===== src/rtl/osfh_pkg.sv =====
`default_nettype none

package osfh_pkg;

	localparam int QUEUE_DEPTH  = 16;
	localparam int TASK_ID_BITS = 8;

	// only the low id bits that fit the 8-bit task_id field are significant
	localparam int ID_W   = (TASK_ID_BITS < 8) ? TASK_ID_BITS : 8;
	localparam int PTR_W  = $clog2(QUEUE_DEPTH);
	localparam int FILL_W = $clog2(QUEUE_DEPTH + 1);

	localparam int IN_TDATA_W  = 8;
	localparam int OUT_TDATA_W = 32;

	typedef enum logic {
		KIND_DOWN = 1'b0,
		KIND_UP   = 1'b1
	} kind_t;

	typedef enum logic [2:0] {
		ST_ACQUIRED  = 3'd0,
		ST_ALREADY   = 3'd1,
		ST_BLOCKED   = 3'd2,
		ST_RELEASED  = 3'd3,
		ST_HANDOFF   = 3'd4,
		ST_NOT_OWNER = 3'd5,
		ST_FULL      = 3'd6
	} status_t;

	typedef struct packed {
		logic            push;
		logic            pop;
		logic [ID_W-1:0] push_id;
	} wq_cmd_t;

	typedef struct packed {
		logic            empty;
		logic            full;
		logic [ID_W-1:0] head_id;
	} wq_stat_t;

	typedef struct packed {
		status_t    status;
		logic [7:0] woken_task;
		logic [7:0] free_count_now;
		logic [7:0] owner_now;
		logic       owner_valid_now;
	} result_t;

endpackage

`default_nettype wire


===== src/rtl/osfh_wait_queue.sv =====
`default_nettype none

module osfh_wait_queue (
	input  wire               clk,
	input  wire               arst_n,
	input  osfh_pkg::wq_cmd_t cmd,
	output osfh_pkg::wq_stat_t stat
);
	import osfh_pkg::*;

	logic [ID_W-1:0]   mem_q [QUEUE_DEPTH];
	logic [PTR_W-1:0]  head_q;
	logic [PTR_W-1:0]  tail_q;
	logic [FILL_W-1:0] fill_q;

	function automatic logic [PTR_W-1:0] ptr_next(input logic [PTR_W-1:0] p);
		return (p == PTR_W'(QUEUE_DEPTH - 1)) ? '0 : p + 1'b1;
	endfunction

	always_ff @(posedge clk) begin
		if (cmd.push) begin
			mem_q[tail_q] <= cmd.push_id;
		end
	end

	always_ff @(posedge clk or negedge arst_n) begin
		if (!arst_n) begin
			head_q <= '0;
			tail_q <= '0;
			fill_q <= '0;
		end else begin
			if (cmd.push) begin
				tail_q <= ptr_next(tail_q);
				fill_q <= fill_q + 1'b1;
			end else if (cmd.pop) begin
				head_q <= ptr_next(head_q);
				fill_q <= fill_q - 1'b1;
			end
		end
	end

	assign stat.empty   = (fill_q == '0);
	assign stat.full    = (fill_q == FILL_W'(QUEUE_DEPTH));
	assign stat.head_id = mem_q[head_q];

endmodule

`default_nettype wire


===== src/rtl/osfh_ctrl.sv =====
`default_nettype none

module osfh_ctrl (
	input  wire                 clk,
	input  wire                 arst_n,
	input  wire                 cfg_we,
	input  wire [7:0]           cfg_wdata,
	input  wire                 req_fire,
	input  osfh_pkg::kind_t     req_kind,
	input  wire [osfh_pkg::ID_W-1:0] req_tid,
	input  osfh_pkg::wq_stat_t  wq_stat,
	output osfh_pkg::wq_cmd_t   wq_cmd,
	output osfh_pkg::result_t   res
);
	import osfh_pkg::*;

	logic [7:0]      free_q;
	logic [ID_W-1:0] owner_q;
	logic            owner_valid_q;

	logic [7:0]      free_nxt;
	logic [ID_W-1:0] owner_nxt;
	logic            owner_valid_nxt;
	logic [ID_W-1:0] woken;
	logic            push_c;
	logic            pop_c;
	logic            is_owner;
	status_t         status;

	assign is_owner = owner_valid_q && (owner_q == req_tid);

	always_comb begin
		free_nxt        = free_q;
		owner_nxt       = owner_q;
		owner_valid_nxt = owner_valid_q;
		woken           = '0;
		push_c          = 1'b0;
		pop_c           = 1'b0;
		status          = ST_NOT_OWNER;
		case (req_kind)
			KIND_DOWN: begin
				if (is_owner) begin
					status = ST_ALREADY;
				end else if (free_q != 8'd0) begin
					free_nxt        = free_q - 8'd1;
					owner_nxt       = req_tid;
					owner_valid_nxt = 1'b1;
					status          = ST_ACQUIRED;
				end else if (!wq_stat.full) begin
					push_c = 1'b1;
					status = ST_BLOCKED;
				end else begin
					status = ST_FULL;
				end
			end
			KIND_UP: begin
				if (!is_owner) begin
					status = ST_NOT_OWNER;
				end else if (wq_stat.empty) begin
					if (free_q != 8'hFF) begin
						free_nxt = free_q + 8'd1;
					end
					owner_nxt       = '0;
					owner_valid_nxt = 1'b0;
					status          = ST_RELEASED;
				end else begin
					woken     = wq_stat.head_id;
					pop_c     = 1'b1;
					owner_nxt = wq_stat.head_id;
					status    = ST_HANDOFF;
				end
			end
			default: begin
				status = ST_NOT_OWNER;
			end
		endcase
	end

	assign wq_cmd.push    = req_fire && push_c;
	assign wq_cmd.pop     = req_fire && pop_c;
	assign wq_cmd.push_id = req_tid;

	always_ff @(posedge clk or negedge arst_n) begin
		if (!arst_n) begin
			free_q        <= 8'd1;
			owner_q       <= '0;
			owner_valid_q <= 1'b0;
		end else begin
			if (cfg_we) begin
				free_q <= cfg_wdata;
			end else if (req_fire) begin
				free_q <= free_nxt;
			end
			if (req_fire) begin
				owner_q       <= owner_nxt;
				owner_valid_q <= owner_valid_nxt;
			end
		end
	end

	assign res.status          = status;
	assign res.woken_task      = 8'(woken);
	assign res.free_count_now  = free_nxt;
	assign res.owner_now       = 8'(owner_nxt);
	assign res.owner_valid_now = owner_valid_nxt;

endmodule

`default_nettype wire


===== src/rtl/owned_semaphore_fifo_handoff.sv =====
// channel | dir | tdata (low bit up)                          | tuser
// s_      | in  | task_id[7:0]                                | kind
// m_      | out | woken_task, free_count_now, owner_now,      | status
//         |     | owner_valid_now, zero pad to 32             |
// cfg_    | in  | cfg_wdata = initial_count, written on cfg_we | -
//
// One request per cycle sustained while m_ is not stalled; the request passes the input register,
// then decision logic into the result register, which drives m_tvalid.
// Count, owner and wait-queue ends update in the cycle the request leaves the input register.
// arst_n clears the queue and owner and sets the free count to 1.
// A stalled m_ side holds its result; s_ still takes one request into the input register.
`default_nettype none

module owned_semaphore_fifo_handoff (
	input  wire        clk,
	input  wire        arst_n,
	input  wire        cfg_we,
	input  wire [7:0]  cfg_wdata,
	input  wire        s_tvalid,
	output logic       s_tready,
	input  wire [7:0]  s_tdata,   // task_id
	input  wire [0:0]  s_tuser,   // kind
	output logic       m_tvalid,
	input  wire        m_tready,
	output logic [31:0] m_tdata,  // woken_task, free_count_now, owner_now, owner_valid_now
	output logic [2:0] m_tuser    // status
);
	import osfh_pkg::*;

	logic            valid_s1;
	kind_t           kind_s1;
	logic [ID_W-1:0] tid_s1;
	logic            valid_s2;
	result_t         res_s2;
	logic            adv;
	result_t         res_c;
	wq_cmd_t         wq_cmd;
	wq_stat_t        wq_stat;

	assign adv      = valid_s1 && (!valid_s2 || m_tready);
	assign s_tready = !valid_s1 || adv;

	always_ff @(posedge clk or negedge arst_n) begin
		if (!arst_n) begin
			valid_s1 <= 1'b0;
			valid_s2 <= 1'b0;
		end else begin
			if (s_tready) begin
				valid_s1 <= s_tvalid;
			end
			if (!valid_s2 || m_tready) begin
				valid_s2 <= valid_s1;
			end
		end
	end

	always_ff @(posedge clk) begin
		if (s_tvalid && s_tready) begin
			kind_s1 <= kind_t'(s_tuser[0]);
			tid_s1  <= s_tdata[ID_W-1:0];
		end
		if (adv) begin
			res_s2 <= res_c;
		end
	end

	osfh_ctrl u_ctrl (
		.clk      (clk),
		.arst_n   (arst_n),
		.cfg_we   (cfg_we),
		.cfg_wdata(cfg_wdata),
		.req_fire (adv),
		.req_kind (kind_s1),
		.req_tid  (tid_s1),
		.wq_stat  (wq_stat),
		.wq_cmd   (wq_cmd),
		.res      (res_c)
	);

	osfh_wait_queue u_wq (
		.clk   (clk),
		.arst_n(arst_n),
		.cmd   (wq_cmd),
		.stat  (wq_stat)
	);

	assign m_tvalid = valid_s2;
	assign m_tuser  = res_s2.status;
	assign m_tdata  = {7'd0, res_s2.owner_valid_now, res_s2.owner_now,
		res_s2.free_count_now, res_s2.woken_task};

endmodule

`default_nettype wire


===== config.mk =====
export PLATFORM = sky130hd
export DESIGN_NAME = owned_semaphore_fifo_handoff
export DESIGN_NICKNAME = d
export VERILOG_FILES = /design/src/rtl/osfh_pkg.sv /design/src/rtl/osfh_wait_queue.sv /design/src/rtl/osfh_ctrl.sv /design/src/rtl/owned_semaphore_fifo_handoff.sv
export SDC_FILE = /design/constraint.sdc
export NUM_CORES = 1
export LEC_CHECK = 0
export CORE_MARGIN = 5
export CORE_UTILIZATION = 63
export CTS_CLUSTER_DIAMETER = 120
export DETAILED_ROUTE_END_ITERATION = 7
export DONT_BUFFER_PORTS = 1
export HOLD_SLACK_MARGIN = 0.15
export PLACE_DENSITY = 0.81
export SLEW_MARGIN = 20
export SYNTH_ARGS = -nofsm -noshare
export SYNTH_HDL_FRONTEND = slang
export SYNTH_SLANG_ARGS = --single-unit

===== constraint.sdc =====
create_clock -name clk -period 6.2 [get_ports clk]
set_input_delay 0.31 -clock clk [delete_from_list [all_inputs] [get_ports clk]]
set_output_delay 0.31 -clock clk [all_outputs]
set_load 0.02 [all_outputs]

==> out/qor.yml, run 1 <==
outcome: "complete, no violations"
grt_pass1_wl_um: 28900
die_y_um: 129
cpMostUsedCell: "inv_1"
cts_buffer_depth: 2
num_vias: 5141
synth-async-reset-ratio: 0.162
timing.rr.start: "u_ctrl.free_q[1]"
drt_iter0_drc: 662
chipWidth_um: 129
reg2reg_slack_ps: 2260
hold_depth: 2
drcViolationCount: 0
core.rowCount: 43
synth_area_per_cell_sq_um: 15.9
first_pass_iters: 5
critPathLaunchType: "flop"
grt_max_degree: 50
htree_levels: 4
fin_nets: 615
max_cap_viol_count: 0
crit_path_top_delay_cell: "nor2b_1"
final.min_clock_period_ps: 3940
hpwlAfterDp_um: 11800
crit_buf_inv: 2
path_class: "flop to flop"
path_clk_slew_ps: 70
cts-buffers-inserted: 17
yosysWarnings: 0
setup_viol: 0
pin_count: 59
gp_congestion: 0.861
finalHoldViolCount: 0
setup.worst_path.end_class: "flop"
timing.rr.end: "u_wq.fill_q[4]"
cts_tree: "yes"
cts_resized: 0
insertion_delay_ps: 440
synthFlopType: "edfxtp_1"
start_util: 0.643
syn_to_final_growth_pct: 10.3
rsz0062_at_grt: "no"
antenna_found_initial: 0
total_power_w: 0.00304
synth_edf_count: 165
viasPerCell: 6.64
synth_largest_area_cell: "edfxtp_1"
dieArea_sq_um: 16600
portBuffers: 0
yosysUniqueCellTypes: 68
routed_wirelength_um: 18300
finalMaxSlewViolations: 0
path_cells: "inv_1 > ha_1 > nor3b_1 > nor2b_1 > and3_1 > inv_1 > fa_1 > a21o_1 > a21oi_1 > mux2i_1 > xnor2_1"
grtUsageTotal: 0.232
post-synth-top-count-cell: "edfxtp_1"
p_per_area_nw_per_um2: 309
synth-seq-cells: 197
worst_ep_arrival_time_ps: 4300
reg2reg_depth: 11
cts_hold_buf: 22
fin_tns_setup_ps: 0
syn-instance-count: 562
ys_seq_area_frac: 0.645
netlist_area_sq_um: 8920
fill_cells: 840
ys_top_cells_by_area: "edfxtp_1 (56%), dfrtp_1 (8.7%), mux4_1 (8.0%), mux4_2 (3.3%), and2_1 (1.7%)"
synthTopCellsByCount: "edfxtp_1 (165), nor2_1 (38), dfrtp_1 (31)"
worst_slew_pin_slew_ps: 955
p_leak_nw: 3.46
vdd_drop_max_uv: 222
max_stage_delay_ps: 630
hp-start: "cfg_we"
drtAntennaViolNets: 0
post_cts.repair.setup_buffers: 0
path_max_fanout: 10
max_freq_mhz: 254
fin_skew_ps: 13.3
relSlewSlack: 0.361
critPathRequiredTime_ps: 6560
post-route-period-util: 0.636
drive_gt1_frac: 0.128
path_delay_family: "simple AND/OR/NAND/NOR gates"
overflow: 0
wire_per_inst_um: 23.7
clock_sinks: 197
hold_path_class: "input pin to flop"
grt_pass1_vias: 5145
synth_top_area_frac: 0.555
worstHoldEndpoint: "u_ctrl.free_q[2]"
cts_root_buffer: "clkbuf_16"
fp.coreArea_sq_um: 13900
registers in the layout (all words and copies together) (netlist names):
| name | flops |
|---|---|
| u_wq.head_q | 4 |
| m_tuser | 3 |
| m_tdata | 25 |
| valid_s1 | 1 |
| u_wq.mem_q | 128 |
| u_ctrl.free_q | 8 |
| m_tvalid | 1 |
| tid_s1 | 8 |
| u_wq.tail_q | 4 |
| u_ctrl.owner_q | 8 |
| kind_s1 | 1 |
| u_wq.fill_q | 5 |
| u_ctrl.owner_valid_q | 1 |
layout make-up:
type	count	area, sq um	share of cell area
flip-flops and latches	197	5760	0.585
repair buffers	32	305	0.0310
clock inverters	14	183	0.0186
diodes	1	2.50	0.000254
well taps	180	225	0.0229
clock buffers	17	425	0.0433
inverters	10	37.5	0.00382
multi-input cells	323	2900	0.295
worst register-to-register path, stage by stage (launching register included):
cell and delay [ps]:
dfrtp_1 450, inv_1 150, ha_1 150, nor3b_1 360, nor2b_1 630, and3_1 510, inv_1 250, fa_1 520
a21o_1 200, a21oi_1 230, mux2i_1 280, xnor2_1 140
worst max path at each step:
stage                                 to  depth (start not counted)        startpoint
after floorplan           u_wq.fill_q[4]                         12  u_ctrl.free_q[5]
after global routing      u_wq.fill_q[4]                         11  u_ctrl.free_q[1]
after CTS                 u_wq.fill_q[4]                         11  u_ctrl.free_q[1]
final                     u_wq.fill_q[4]                         11  u_ctrl.free_q[1]
after detailed placement  u_wq.fill_q[4]                         11  u_ctrl.free_q[1]
after global placement    u_wq.fill_q[4]                         11  u_ctrl.free_q[1]
metal layers:
| layer | up-vias | GRT usage | routed length [um] |
|---|---|---|---|
| met5 | - | 0 | 0 |
| met4 | 0 | 0.0729 | 323 |
| met3 | 38 | 0.0498 | 1230 |
| met2 | 288 | 0.381 | 9320 |
| met1 | 2558 | 0.317 | 7470 |
| li1 | 2257 | - | - |
cell usage in the layout (no fill, tap or decap), drive strengths merged, types with 7 or more instances in the layout:
cell type	instances
a211o	8
a21oi	20
a221o	8
a22oi	16
and2	25
buf	11
clkbuf	17
conb	7
dfrtp	31
dlygate4sd3	21
edfxtp	165
ha	11
inv	16
mux4	40
nand2	19
nand3	13
nor2	39
nor3	9
o21ai	16
xnor2	10
logic make-up after synthesis:
group / count (synthesis) / share of synthesized area
compound gates: 96 / 0.0762
xor+xnor: 16 / 0.0157
other cells: 1 / 0.000420
buf+inv: 48 / 0.0321
mux: 51 / 0.126
fa+ha+maj: 12 / 0.0177
flops: 197 / 0.645
simple gates: 141 / 0.0871
per-stage QoR:
step	cells	setup WS (ps)	hold WS (ps)	cell area [sq um]	utilization
2_1_floorplan	568	3330	14.4	8940	-
3_3_place_gp	720	2690	15.9	8990	0.648
3_5_place_dp	720	2440	16.0	8990	0.648
4_1_cts	773	2340	171	9830	0.708
5_1_grt	773	2040	221	9830	0.708
6_report	774	2260	201	9840	0.709
where the power goes:
part | switching, W | internal (W) | total, W
Combinational | 0.000194 | 0.000146 | 0.000340
Sequential | 0.0000952 | 0.00150 | 0.00160
Clock | 0.000524 | 0.000579 | 0.00110
Power figures use the tool's default switching activity.
==> inputs of run 2 (changes only) <==
ABC_AREA = 1   (was not set)
clock period = 3.8 ns   (was 6.2 ns; I/O delays follow)
==> run 2 against run 1 <==
  * Routed wire length up 25%
  * Cell count up 57%
  * Flip-flop and latch count unchanged
  * Worst hold slack better by 18 ps
  * Register-to-register slack worse by 1500 ps
  * Core utilization up 0.74 points
==> out/qor.yml, run 2 <==
path_max_fanout: 19
dp_slack_ps: 901
grt_pass1_wl_um: 36000
dieArea_sq_um: 17600
largest_reg_flops: 128
final.min_clock_period_ps: 3000
yosysWarnings: 0
synth_top_area_frac: 0.522
drive_gt1_frac: 0.0854
cts_buffer_depth: 2
fin_ws_ps: 802
p_leak_nw: 4.34
max_freq_mhz: 334
critPathRequiredTime_ps: 3880
portBuffers: 0
fin_util: 0.716
crit_buf_inv: 3
final_area_sq_um: 10500
antenna_found_initial: 4
drtAntennaViolNets: 0
final_cell_mix: "nand2_1 (341), edfxtp_1 (165), nor2_1 (87), nand3_1 (86), inv_1 (62)"
dp_cells: 1160
cpMostUsedCell: "nand2_1"
setup_viol: 0
core.rowCount: 44
cts_root_buffer: "clkbuf_16"
viasPerCell: 5.93
outcome: "complete, no violations"
hold_path_class: "input pin to asynchronous set/reset pin"
first_pass_iters: 7
insertion_delay_ps: 450
synthFlopType: "edfxtp_1"
ys_top_cells_by_area: "edfxtp_1 (52%), nand2_1 (13%), dfrtp_1 (8.2%), nand3_1 (4.5%), nor2_1 (3.4%)"
cts_tree: "yes"
ys_seq_area_frac: 0.607
routed_wirelength_um: 23000
setup.worst_path.end_class: "flop"
overflow: 0
cts_hold_buf: 23
critPathLaunchType: "flop"
worst_ep_arrival_time_ps: 3080
path_class: "flop to flop"
rsz0062_at_grt: "no"
die_y_um: 133
syn-instance-count: 1003
fin_nets: 1052
pin_count: 59
grtUsageTotal: 0.269
yosysUniqueCellTypes: 37
fin_skew_ps: 12.8
cts_resized: 0
synth-async-reset-ratio: 0.162
post_cts.repair.setup_buffers: 0
drt_iter0_drc: 1045
layout_commonest_cell: "nand2_1"
p_per_area_nw_per_um2: 557
netlist_area_sq_um: 9490
chipWidth_um: 133
vdd_drop_max_uv: 411
cts-buffers-inserted: 17
synthTopCellsByCount: "nand2_1 (341), edfxtp_1 (165), nor2_1 (87)"
path_clk_slew_ps: 80
post-synth-top-count-cell: "nand2_1"
place_area_sq_um: 9580
fp.coreArea_sq_um: 14600
largest-register: "u_wq.mem_q"
final_cells: 1217
grt_max_degree: 71
max_cap_viol_count: 0
clock_sinks: 197
drcViolationCount: 0
synth_largest_area_cell: "edfxtp_1"
gp_congestion: 0.942
synth_area_per_cell_sq_um: 9.46
finalHoldViolCount: 0
wire_per_inst_um: 18.9
synth_edf_count: 165
finalMaxSlewViolations: 0
num_vias: 7213
path_cells: "buf_4 > inv_1 > nand2_1 > nand2_1 > nand2_1 > nor2_2 > nand3_2 > nand4_4 > inv_2 > nand2_1 > nor2_1"
relSlewSlack: 0.487
start_util: 0.648
htree_levels: 4
crit_path_top_delay_cell: "nor2_1"
worst_slew_pin_slew_ps: 767
fin_tns_setup_ps: 0
syn_to_final_growth_pct: 10.5
grt_pass1_vias: 6799
synth-seq-cells: 197
max_stage_delay_ps: 600
path_delay_family: "simple AND/OR/NAND/NOR gates"
post-route-period-util: 0.789
hpwlAfterDp_um: 15100
run 2: cell families after synthesis:
group | Yosys count | share of synthesized area
XOR/XNOR | 11 | 0.0102
adder cells (fa/ha/maj) | 12 | 0.0166
flip-flops | 197 | 0.607
other | 1 | 0.000395
buffers and inverters | 125 | 0.0597
AND/OR/NAND/NOR | 553 | 0.247
multiplexers | 1 | 0.00106
AO/OA/AOI/OAI | 103 | 0.0579
run 2: where the power goes:
part	leakage [nW]	switching [W]	internal (W)
Combinational	2.13	0.000791	0.000378
Clock	0.318	0.000902	0.00103
Sequential	1.89	0.000222	0.00252
Total	4.34	0.00192	0.00393
run 2: area by class of cell:
cell class                      instances  area (sq um)
Fill cell                            1028          4160
Clock buffer                           17           425
Clock inverter                         15           234
Antenna cell                            2          5.00
Timing Repair Buffer                   39           360
Inverter                               76           285
Tap cell                              184           230
Multi-Input combinational cell        687          3190
Sequential cell                       197          5760
run 2: final timing paths:
check                          startpoint               end  slack (ps)  cells past startpoint
max                             tid_s1[2]  u_wq.mem_q[7][4]         800                     11
min in group clk                  s_tuser           kind_s1         380                      1
max reg2reg                     tid_s1[2]  u_wq.mem_q[7][4]         800                     11
max in group asynchronous          arst_n  u_ctrl.free_q[0]        3320                      2
min reg2reg                u_wq.fill_q[4]    u_wq.fill_q[4]         490                      2
min                                arst_n    u_wq.head_q[0]         220                      2
run 2: per-stage QoR:
step,total power (W),hold slack (ps)
floorplan,0.00361,-106
global placement,0.00386,-104
detailed placement,0.00389,-104
CTS,0.00583,207
global route,0.00613,219
finish,0.00584,219
run 2: worst register-to-register path, delay by kind of cell (launching register included):
kind	cells	cell delay, ps
and+or+nand+nor	8	1680
buffers and inverters	3	640
DFF	1	320
run 2: layer usage:
layer,share of wire,vias to the layer above,GRT usage
met4,0.028,4,0.102
met5,0.0012,-,0
met1,0.38,3371,0.346
li1,-,3353,-
met3,0.11,61,0.0763
met2,0.48,424,0.438
